**src/sv/flas_pkg.sv**
```systemverilog
`timescale 1ns / 1ps
// ----------------------------------------------------------------------------
// flas_pkg
// Shared types and constants for the filament load assist sequencer.
// ----------------------------------------------------------------------------
package flas_pkg;

  localparam int TimeW  = 32;
  localparam int MsW    = 16;
  localparam int StepW  = 6;
  localparam int PhaseW = 3;
  localparam int CfgIdxW = 2;

  // Move phases, encoded as reported on phase_now
  typedef enum logic [PhaseW-1:0] {
    PH_WAIT      = 3'd0,
    PH_PULSE_RET = 3'd1,
    PH_HOLD_RET  = 3'd2,
    PH_PULSE_EXT = 3'd3,
    PH_HOLD_EXT  = 3'd4
  } phase_t;

  // Configuration register indexes
  typedef enum logic [CfgIdxW-1:0] {
    REG_RUNOUT_DELAY   = 2'd0,
    REG_MOVE_HOLD      = 2'd1,
    REG_STEPS_PER_MOVE = 2'd2
  } cfg_reg_t;

  localparam logic [MsW-1:0]   RUNOUT_DELAY_RST   = 16'd32;
  localparam logic [MsW-1:0]   MOVE_HOLD_RST      = 16'd2000;
  localparam logic [StepW-1:0] STEPS_PER_MOVE_RST = 6'd32;

endpackage

```
**src/sv/filament_load_assist_sequencer_unit.sv**
```systemverilog
`timescale 1ns / 1ps
// ----------------------------------------------------------------------------
// filament_load_assist_sequencer_unit
// Runout detection and retract/extend step sequencing, one tick per item.
// ----------------------------------------------------------------------------
//
//  channel  | handshake           | payload
//  ---------+---------------------+-------------------------------------------
//  in       | in_valid / in_ready | now_ms[31:0], filament_present
//  out      | out_valid/out_ready | step_pulse, phase_now[2:0], steps_done[5:0]
//  cfg      | cfg_write           | cfg_index[1:0], cfg_data[15:0]
//
//  One item per clock unless stalled; out_valid is set the cycle after accept.
//  The whole tick update (two 32-bit time differences and their compares,
//  then the step compare) sits between the state/input and the result register.
//  The single output register decouples the sides: in_ready is high whenever
//  that register is empty or being drained in the same cycle.
//  Synchronous reset restores the phase, arm, timers, step count and config.
// ----------------------------------------------------------------------------
module filament_load_assist_sequencer_unit (
  input  logic                          clk,
  input  logic                          rst,
  // tick input
  input  logic                          in_valid,
  output logic                          in_ready,
  input  logic [flas_pkg::TimeW-1:0]    now_ms,
  input  logic                          filament_present,
  // result output
  output logic                          out_valid,
  input  logic                          out_ready,
  output logic                          step_pulse,
  output logic [flas_pkg::PhaseW-1:0]   phase_now,
  output logic [flas_pkg::StepW-1:0]    steps_done,
  // configuration writes
  input  logic                          cfg_write,
  input  logic [flas_pkg::CfgIdxW-1:0]  cfg_index,
  input  logic [flas_pkg::MsW-1:0]      cfg_data
);

  // configuration
  logic [flas_pkg::MsW-1:0]   runout_delay_ms;
  logic [flas_pkg::MsW-1:0]   move_hold_ms;
  logic [flas_pkg::StepW-1:0] steps_per_move;

  // sequencer state
  flas_pkg::phase_t            phase;
  logic                        runout_armed;
  logic [flas_pkg::TimeW-1:0]  runout_start;
  logic [flas_pkg::TimeW-1:0]  move_start;
  logic [flas_pkg::StepW-1:0]  step_count;

  // next-state values for an accepted tick
  flas_pkg::phase_t            phase_next;
  logic                        runout_armed_next;
  logic [flas_pkg::TimeW-1:0]  runout_start_next;
  logic [flas_pkg::TimeW-1:0]  move_start_next;
  logic [flas_pkg::StepW-1:0]  step_count_next;
  logic                        pulse_next;

  logic                        in_fire;
  logic                        runout_fire;
  logic                        ret_hold_done;
  logic                        ext_hold_done;
  logic                        start_move;
  logic [flas_pkg::TimeW-1:0]  runout_base;
  logic [flas_pkg::TimeW-1:0]  runout_elapsed;
  logic [flas_pkg::TimeW-1:0]  move_elapsed;
  flas_pkg::phase_t            phase_mid;
  logic [flas_pkg::StepW-1:0]  step_mid;
  logic [flas_pkg::StepW-1:0]  step_inc;

  assign in_ready = !out_valid || out_ready;
  assign in_fire  = in_valid && in_ready;

  // --- tick update -----------------------------------------------------------
  // Order within a tick: waiting, retract hold, extend hold, then pulsing.
  // A transition into a pulsing phase pulses in the same tick if steps_per_move is nonzero.
  always_comb begin
    // newly armed tick measures from now, so elapsed is zero
    runout_base    = runout_armed ? runout_start : now_ms;
    runout_elapsed = now_ms - runout_base;
    move_elapsed   = now_ms - move_start;

    runout_fire   = (phase == flas_pkg::PH_WAIT) && !filament_present &&
                    (runout_elapsed >= {16'd0, runout_delay_ms});
    ret_hold_done = (phase == flas_pkg::PH_HOLD_RET) &&
                    (move_elapsed > {16'd0, move_hold_ms});
    ext_hold_done = (phase == flas_pkg::PH_HOLD_EXT) &&
                    (move_elapsed > {16'd0, move_hold_ms});
    start_move    = runout_fire || ret_hold_done;

    // arm bookkeeping; a fire always clears the arm
    runout_armed_next = runout_armed;
    runout_start_next = runout_start;
    if (phase == flas_pkg::PH_WAIT && !runout_armed && !filament_present) begin
      runout_armed_next = 1'b1;
      runout_start_next = now_ms;
    end
    if (runout_fire) begin
      runout_armed_next = 1'b0;
    end

    if (runout_fire) begin
      phase_mid = flas_pkg::PH_PULSE_RET;
    end else if (ret_hold_done) begin
      phase_mid = flas_pkg::PH_PULSE_EXT;
    end else if (ext_hold_done) begin
      phase_mid = flas_pkg::PH_WAIT;
    end else begin
      phase_mid = phase;
    end
    step_mid        = start_move ? '0 : step_count;
    move_start_next = start_move ? now_ms : move_start;

    // pulsing
    step_inc        = step_mid + 6'd1;
    pulse_next      = 1'b0;
    phase_next      = phase_mid;
    step_count_next = step_mid;
    if ((phase_mid == flas_pkg::PH_PULSE_RET || phase_mid == flas_pkg::PH_PULSE_EXT) &&
        (step_mid < steps_per_move)) begin
      pulse_next      = 1'b1;
      step_count_next = step_inc;
      if (step_inc >= steps_per_move) begin
        phase_next = (phase_mid == flas_pkg::PH_PULSE_EXT) ? flas_pkg::PH_HOLD_EXT
                                                           : flas_pkg::PH_HOLD_RET;
      end
    end
  end

  // --- configuration ---------------------------------------------------------
  always_ff @(posedge clk) begin
    if (rst) begin
      runout_delay_ms <= flas_pkg::RUNOUT_DELAY_RST;
      move_hold_ms    <= flas_pkg::MOVE_HOLD_RST;
      steps_per_move  <= flas_pkg::STEPS_PER_MOVE_RST;
    end else if (cfg_write) begin
      case (cfg_index)
        flas_pkg::REG_RUNOUT_DELAY:   runout_delay_ms <= cfg_data;
        flas_pkg::REG_MOVE_HOLD:      move_hold_ms    <= cfg_data;
        flas_pkg::REG_STEPS_PER_MOVE: steps_per_move  <= cfg_data[flas_pkg::StepW-1:0];
        default: ;  // unused index, write dropped
      endcase
    end
  end

  // --- state and result register ---------------------------------------------
  always_ff @(posedge clk) begin
    if (rst) begin
      phase        <= flas_pkg::PH_WAIT;
      runout_armed <= 1'b0;
      runout_start <= '0;
      move_start   <= '0;
      step_count   <= '0;
      out_valid    <= 1'b0;
    end else begin
      if (in_fire) begin
        phase        <= phase_next;
        runout_armed <= runout_armed_next;
        runout_start <= runout_start_next;
        move_start   <= move_start_next;
        step_count   <= step_count_next;
        out_valid    <= 1'b1;
      end else if (out_ready) begin
        out_valid <= 1'b0;
      end
    end
  end

  // result payload; no reset needed
  always_ff @(posedge clk) begin
    if (in_fire) begin
      step_pulse <= pulse_next;
      phase_now  <= phase_next;
      steps_done <= step_count_next;
    end
  end

  // --- checks ----------------------------------------------------------------
  // arm can only be set while waiting and is dropped on the fire that leaves it
  a_arm_only_waiting: assert property (@(posedge clk) disable iff (rst)
    (phase != flas_pkg::PH_WAIT) |-> !runout_armed)
    else $error("runout arm set outside waiting");

  // a hold is entered only after at least one step
  a_hold_has_steps: assert property (@(posedge clk) disable iff (rst)
    (phase == flas_pkg::PH_HOLD_RET || phase == flas_pkg::PH_HOLD_EXT) |->
      (step_count != '0))
    else $error("hold phase with zero steps");

  // a pulse always leaves a nonzero count and a non-waiting phase
  a_pulse_result: assert property (@(posedge clk) disable iff (rst)
    (out_valid && step_pulse) |->
      (steps_done != '0 && phase_now != flas_pkg::PH_WAIT))
    else $error("step pulse with inconsistent result");

  // stalled result register blocks input
  a_stall_blocks_input: assert property (@(posedge clk) disable iff (rst)
    !in_ready |-> out_valid)
    else $error("input stalled with empty result register");

  // an accepted tick always produces a result next cycle
  a_accept_gives_result: assert property (@(posedge clk) disable iff (rst)
    in_fire |=> out_valid)
    else $error("accepted tick without result");

endmodule
```
**config.mk**
```make
export PLATFORM = sky130hd
export DESIGN_NAME = filament_load_assist_sequencer_unit
export DESIGN_NICKNAME = d
export VERILOG_FILES = /design/src/sv/flas_pkg.sv /design/src/sv/filament_load_assist_sequencer_unit.sv
export SDC_FILE = /design/constraint.sdc
export NUM_CORES = 1
export LEC_CHECK = 0
export ABC_AREA = 0
export BUFFER_PORTS_ARGS = -buffer_cell sky130_fd_sc_hd__buf_4
export CELL_PAD_IN_SITES_DETAIL_PLACEMENT = 1
export CELL_PAD_IN_SITES_GLOBAL_PLACEMENT = 1
export CORE_MARGIN = 2
export CORE_UTILIZATION = 50
export CTS_BUF_LIST = sky130_fd_sc_hd__clkbuf_2 sky130_fd_sc_hd__clkbuf_4 sky130_fd_sc_hd__clkbuf_8
export CTS_CLUSTER_SIZE = 8
export DETAILED_ROUTE_END_ITERATION = 10
export PLACE_DENSITY_LB_ADDON = 0.05
export SYNTH_ARGS = -nofsm -noshare
export SYNTH_HDL_FRONTEND = slang
export SYNTH_SLANG_ARGS = --single-unit
```
**constraint.sdc**
```tcl
create_clock -name clk -period 16.6 [get_ports clk]
set_input_delay 0.83 -clock clk [delete_from_list [all_inputs] [get_ports clk]]
set_output_delay 0.83 -clock clk [all_outputs]
set_load 0.1 [all_outputs]
```
Word level (Yosys, flattened, before mapping)
Index checks and enable logic that the tools add are counted.

word-level totals
  memories kept = 0
  ROM bits = 0
  word-level logic and storage cells = 63
  bits in latches = 0
  bits in writable memories = 0
  bits in registers = 123

operators by class
  shift operators = 0
  eq/ne operators = 6
  mux-type cells = 14
  add/subtract/negate cells = 3
  bitwise logic cells = 0
  order comparisons = 4
  reduce and logical (&&, ||, !) cells = 24
  multiply operators = 0
  divide/modulo/power cells = 0

operator list
  cell                   number
  $sub A32 B32 Y32       2
  $ge A32 B16 Y1         1
  $gt A32 B16 Y1         1
  $mux W32               1
  $mux W3                6
  $mux W6                2
  $reduce_and A2 Y1      6
  $logic_and A1 B1 Y1    8
  $add A6 B1 Y6 const B  1
  $eq A3 B2 Y1 const B   2
  $ge A6 B6 Y1           1
  $lt A6 B6 Y1           1
  $mux W1                5
  $reduce_bool A2 Y1     2
  $eq A3 B1 Y1 const B   1
  $eq A3 B3 Y1 const B   1
  $logic_not A1 Y1       3
  $logic_not A3 Y1       1
  $logic_or A1 B1 Y1     3
  $eq A2 B1 Y1 const B   1
  $eq A2 B2 Y1 const B   1
  $logic_not A2 Y1       1

Depth between registers and ports, before layout
  depth after elaboration = 10
  gate-level depth with buffers = 35
  mapped depth without buffers = 35

Worst setup path after synthesis
OpenSTA, ideal clock, no wires.

  kind = input-to-reg
  start = in now_ms[0] in the netlist's numbering
  end = reg steps_done[3] in the netlist's numbering, data pin
  buffers on the path = 1
  slack = 9.190 ns
  arrival = 7.150 ns
  setup time = 0.260 ns
  data required time = 16.340 ns
  stages = 31
  path through = inv_1 ha_1 inv_1 fa_1 a21o_1 a221o_1 a41oi_4 nor2_1 nor2_1 xnor2_1 ha_1 a21oi_1 nand2_1 a221o_1 o31a_1 a311oi_1 nand4_1 or4_4 o2111ai_4 and3_1 ha_1 nor2b_1 o21a_1 o21a_1 o21ai_0 nand2b_1 a21o_1 or3_1 clkbuf_2 o311ai_2 mux2_2

on the way
  word-level cells in the longest chain between the ends = 10
  elaborated cells between the ends (all ways) = 20
  classes of those cells = 3 x add/sub; 3 x order compare; 2 x eq/ne; 6 x mux; 6 x reduce/logical

ends and longest elaborated chain
  item                                                      line                                        RTL
  start: declaration                                        filament_load_assist_sequencer_unit.sv:26   input logic [flas_pkg::TimeW-1:0] now_ms,
  branches (longest 9 deep; another with $sub A32 B32 Y32)  -
  $mux W6 (*)                                               filament_load_assist_sequencer_unit.sv:120  if ((phase_mid == flas_pkg::PH_PULSE_RET || phase_mid == flas_pkg::PH_PULSE_EXT) &&
  net step_count_next, one bit                              filament_load_assist_sequencer_unit.sv:57   logic [flas_pkg::StepW-1:0] step_count_next;
  end signal: assignment                                    filament_load_assist_sequencer_unit.sv:175  steps_done <= step_count_next;
  end: declaration                                          filament_load_assist_sequencer_unit.sv:33   output logic [flas_pkg::StepW-1:0] steps_done,

Mark *: on every way through the listed nets, which the timed path passes.
A chain may end at the register's enable or synchronous reset.

Worst setup path after layout
  start = reg runout_armed
  end = reg steps_done[5] in the netlist's numbering, data pin

on the way
  word-level cells in the longest chain between the ends = 9
  elaborated cells between the ends (all ways) = 14
  classes of those cells = 2 x add/sub; 2 x order compare; 2 x eq/ne; 4 x mux; 4 x reduce/logical

ends and longest elaborated chain
  item                                                line                                                                                    RTL
  start: declaration                                  filament_load_assist_sequencer_unit.sv:47                                               logic runout_armed;
  start signal: assignment                            filament_load_assist_sequencer_unit.sv:159                                              runout_armed <= runout_armed_next;
  $mux W32 (*)                                        filament_load_assist_sequencer_unit.sv:80                                               runout_base = runout_armed ? runout_start : now_ms;
  $sub A32 B32 Y32 (*)                                filament_load_assist_sequencer_unit.sv:81                                               runout_elapsed = now_ms - runout_base;
  $ge A32 B16 Y1 (*)                                  filament_load_assist_sequencer_unit.sv:85                                               (runout_elapsed >= {16'd0, runout_delay_ms});
  $logic_and A1 B1 Y1 (*)                             filament_load_assist_sequencer_unit.sv:84                                               runout_fire = (phase == flas_pkg::PH_WAIT) && !filament_present &&
  $logic_or A1 B1 Y1 or $mux W3 (tied branches)       filament_load_assist_sequencer_unit.sv:90, filament_load_assist_sequencer_unit.sv:103
  $mux W6, or another cell as far along               filament_load_assist_sequencer_unit.sv:112                                              step_mid = start_move ? '0 : step_count;
  $lt A6 B6 Y1 or $logic_or A1 B1 Y1 (tied branches)  filament_load_assist_sequencer_unit.sv:121, filament_load_assist_sequencer_unit.sv:120
  $logic_and A1 B1 Y1                                 filament_load_assist_sequencer_unit.sv:120
  $mux W6 (*)                                         filament_load_assist_sequencer_unit.sv:120
  net step_count_next, one bit                        filament_load_assist_sequencer_unit.sv:57

The timed path passes the listed nets; every way through them passes the cells marked *.

==> results.md <==
* Final hold viol count at 0
* Via density at 6.07
* Total routing usage reported by global routing at 0.307
* Height of the die at 148 um
* Post-synth EDFFs at 10
* Number of buffers between clock root and the deepest sink at 2
* Synth unique cells at 74
* Number of buffers inserted by post-CTS setup repair at 0
* Vias in the first global route at 10.5k
* Class of the tightest hold or removal check: register to register
* Synth warn at 0
* Critical Path RT at 16.83 ns
* Std-Cell Core Area at 20200 um^2
* Combinational power share at 0.339
* Final weighted congestion in routability-driven placement at 0.931
* Cts bufs inserted at 17
* First-pass GRT wire length at 53900 um
* Start-to-end type of the worst setup path: register to register
* Final instance count without filler cells at 1678
* Upper clock frequency limit at 124 MHz
* Count of buffers inserted at the top-level ports at 67
* Antenna viol nets, final at 0
* Multi-input gate area at 7180 um^2
* Vias at 10.2k
* Row cnt at 52
* TritonCTS Sinks at 123
* Detailed placement HPWL at 25600 um
* Lkg Pwr at 0.00442 uW
* Final critical-path setup slack at 8.51 ns
* Ys async rst share at 0
* Post-synthesis instance area at 10300 um^2
* Register area at 2560 um^2
* Clock period minus worst slack at 8.09 ns
* Number of placed I/O pins at 68
* Most common cell after layout, fill and taps aside: sky130_fd_sc_hd__nand2_1
* Part of the Yosys area used for sequential elements at 0.248
* Largest net degree at the start of global routing at 74
* Count of TritonRoute iterations in the first routing pass at 5
* Clock slew seen by the registers of the worst setup and hold paths at 0.09 ns
* Number of nets produced by synthesis at 1536
* CP arrival at 8.32 ns
* Fill cells at 2602
* Post-CTS Hold Fix Bufs at 0
* Sequential Power Share at 0.349
* Area of the die at 21800 um^2
* Largest clock skew in the final design at 0.0229 ns
* # placed instances at 1646
* Max transition margin at 0.285
* Count of mapped cells out of synthesis at 1369
* Max FO, Critical Path at 34
* Antenna Diode Count at 0
* Peak supply drop at 0.0000419 V
* Fraction of final layout cells with drive strength greater than 1 at 0.0945
* Setup repair after global routing missed its margin: no
* Total number of H-tree levels at 4
* Nets at 1562
* Number of antenna violations at the first check in global routing at 0
* CTS tree: done
* Total congestion overflow at 0
* Area growth from synthesis to final layout at 9.90%
* Per-instance average area after synthesis at 7.55 um^2
* Number of instances resized during post-cts repair at 0
* Total non-filler cell area in the finished layout at 11400 um^2
* 1st-iter DRT viols at 589
* Initial Utilization at 0.511
* Total net switching power at 351 uW
* Share of the clock period used by the worst path after layout at 0.487
* Setup Slack @ Placement at 8.41 ns
* Pwr per Cell Area at 80.9 nW/um^2
* Int Power at 569 uW
* Top flip-flop cell by instance count after synthesis: sky130_fd_sc_hd__dfxtp_1
* Result of the run: finished clean
* Worst-skew pair later-pin latency at 0.47 ns
* Worst setup EP type: register
* Cell chosen for the clock root: sky130_fd_sc_hd__clkbuf_8
* Number of setup violations in the final report at 0
* Setup TNS Final at 0 ns
* Launching element type of the critical path: register
* Max-capacitance violation count at 0
* Area of placed instances at 11000 um^2
* Number of slew-limit violations in the final report at 0
* Switching power as a share of total power at 0.381
* Top library cells by usage in the layout, fill and taps aside: sky130_fd_sc_hd__nand2_1 (210), sky130_fd_sc_hd__a21oi_1 (156), sky130_fd_sc_hd__nor2_1 (114), sky130_fd_sc_hd__dfxtp_1 (112), sky130_fd_sc_hd__ha_1 (109)
* Die width at 148 um
* Remaining DRCs at 0
* Post-route worst hold slack at 0.459 ns
* Transition time at the pin with the least slew margin at 1.07 ns
* Sum of routed wire length over all layers at 32900 um
* Number of flip-flops and latches in the synthesized netlist at 123
* Part of the power in the clock network at 0.312
* Routed WL per cell at 19.6 um
[power groups by stage]
stage	combinational, uW	clock, uW	sequential, uW
final	312	287	321
after global routing	346	303	323
after CTS	310	293	321
after detailed placement	306	0	328
after global placement	297	0	327
after floorplan	208	0	339
[layout make-up]
class	instances	share of cell area
clock buffers	18	0.0218
clock inverters	14	0.0141
multi-input cells	1092	0.632
flip-flops and latches	123	0.226
inverters	90	0.0297
well taps	270	0.0297
repair buffers	71	0.0469
[path summary, 6_finish.rpt]
path                   start               to  slack, ns  depth (start not counted)
max reg2reg     runout_armed    steps_done[5]       8.51                         27
min          runout_start[1]  runout_start[1]       0.46                          2
max             runout_armed    steps_done[5]       8.51                         27
min reg2reg  runout_start[1]  runout_start[1]       0.46                          2
[state kept, by name, summed over array words and instances (netlist names)]
signal,cells
phase_now,3
move_start,32
runout_armed,1
runout_delay_ms,16
move_hold_ms,16
runout_start,32
steps_done,6
step_pulse,1
step_count,6
steps_per_move,6
phase,3
out_valid,1
[stage by stage]
step,total power [uW],util
after floorplan,546,-
after global placement,624,0.541
after detailed placement,634,0.541
after CTS,924,0.562
after global routing,972,0.562
final,920,0.562
[routing by layer]
| layer | GRT usage | vias to the layer above | routed length, um |
|---|---|---|---|
| li1 | - | 4945 | - |
| met1 | 0.393 | 4985 | 15100 |
| met2 | 0.535 | 186 | 16000 |
| met3 | 0.0383 | 67 | 902 |
| met4 | 0.102 | 0 | 835 |
| met5 | 0 | - | 0 |
[critical path, stage by stage, from the launching register on]
cell and delay [ns]:
sky130_fd_sc_hd__dfxtp_2 0.35, sky130_fd_sc_hd__buf_4 0.46, sky130_fd_sc_hd__mux2i_1 0.32, sky130_fd_sc_hd__ha_1 0.31
sky130_fd_sc_hd__a21oi_1 0.29, sky130_fd_sc_hd__nand2_1 0.08, sky130_fd_sc_hd__o21ai_0 0.64, sky130_fd_sc_hd__nand2_1 0.25
sky130_fd_sc_hd__a21oi_1 0.24, sky130_fd_sc_hd__xnor2_1 0.16, sky130_fd_sc_hd__ha_1 0.28, sky130_fd_sc_hd__o21ai_0 0.09
sky130_fd_sc_hd__o2111ai_1 0.13, sky130_fd_sc_hd__a311o_1 0.33, sky130_fd_sc_hd__a2111oi_0 0.35, sky130_fd_sc_hd__nand4_1 0.37
sky130_fd_sc_hd__o21ai_2 0.56, sky130_fd_sc_hd__and3_1 0.29, sky130_fd_sc_hd__ha_1 0.24, sky130_fd_sc_hd__nor2b_1 0.13
sky130_fd_sc_hd__o21a_1 0.17, sky130_fd_sc_hd__o21a_1 0.17, sky130_fd_sc_hd__o21ai_0 0.16, sky130_fd_sc_hd__nand2b_1 0.09
sky130_fd_sc_hd__a21o_1 0.25, sky130_fd_sc_hd__or3_1 0.43, sky130_fd_sc_hd__o311ai_2 0.25, sky130_fd_sc_hd__mux2_2 0.40
[synthesized netlist by cell type (6+ instances only)]
library cell	number	area [um^2]
sky130_fd_sc_hd__a211o_1	11	96.3
sky130_fd_sc_hd__a211oi_1	16	120
sky130_fd_sc_hd__a21o_1	20	150
sky130_fd_sc_hd__a21oi_1	156	781
sky130_fd_sc_hd__a311oi_1	6	52.6
sky130_fd_sc_hd__a31oi_1	9	56.3
sky130_fd_sc_hd__clkbuf_1	59	221
sky130_fd_sc_hd__dfxtp_1	113	2260
sky130_fd_sc_hd__edfxtp_1	10	300
sky130_fd_sc_hd__ha_1	109	1360
sky130_fd_sc_hd__inv_1	89	334
sky130_fd_sc_hd__mux2i_1	67	671
sky130_fd_sc_hd__nand2_1	210	788
sky130_fd_sc_hd__nand2b_1	20	125
sky130_fd_sc_hd__nand3_1	18	90.1
sky130_fd_sc_hd__nand4_1	34	213
sky130_fd_sc_hd__nor2_1	115	432
sky130_fd_sc_hd__nor2b_1	10	62.6
sky130_fd_sc_hd__nor3_1	25	125
sky130_fd_sc_hd__nor4_1	10	62.6
sky130_fd_sc_hd__o211ai_1	10	75.1
sky130_fd_sc_hd__o21a_1	19	143
sky130_fd_sc_hd__o21ai_0	58	290
sky130_fd_sc_hd__o31ai_1	6	45.0
sky130_fd_sc_hd__or3_1	12	75.1
sky130_fd_sc_hd__xnor2_1	28	245
sky130_fd_sc_hd__xor2_1	17	149
[cells by family (layout without fill, tap and decap cells)]
family | count (synthesis) | in the layout | share of synthesized area
DFF | 123 | 123 | 0.248
AOI/OAI and AO/OA | 374 | 374 | 0.232
buffers and inverters | 154 | 193 | 0.0582
muxes | 72 | 72 | 0.0703
and+or+nand+nor | 490 | 490 | 0.218
adders and majority gates | 111 | 111 | 0.136
xor gates and xnor gates | 45 | 45 | 0.0381
No activity file was read; power rests on OpenSTA's default activity.
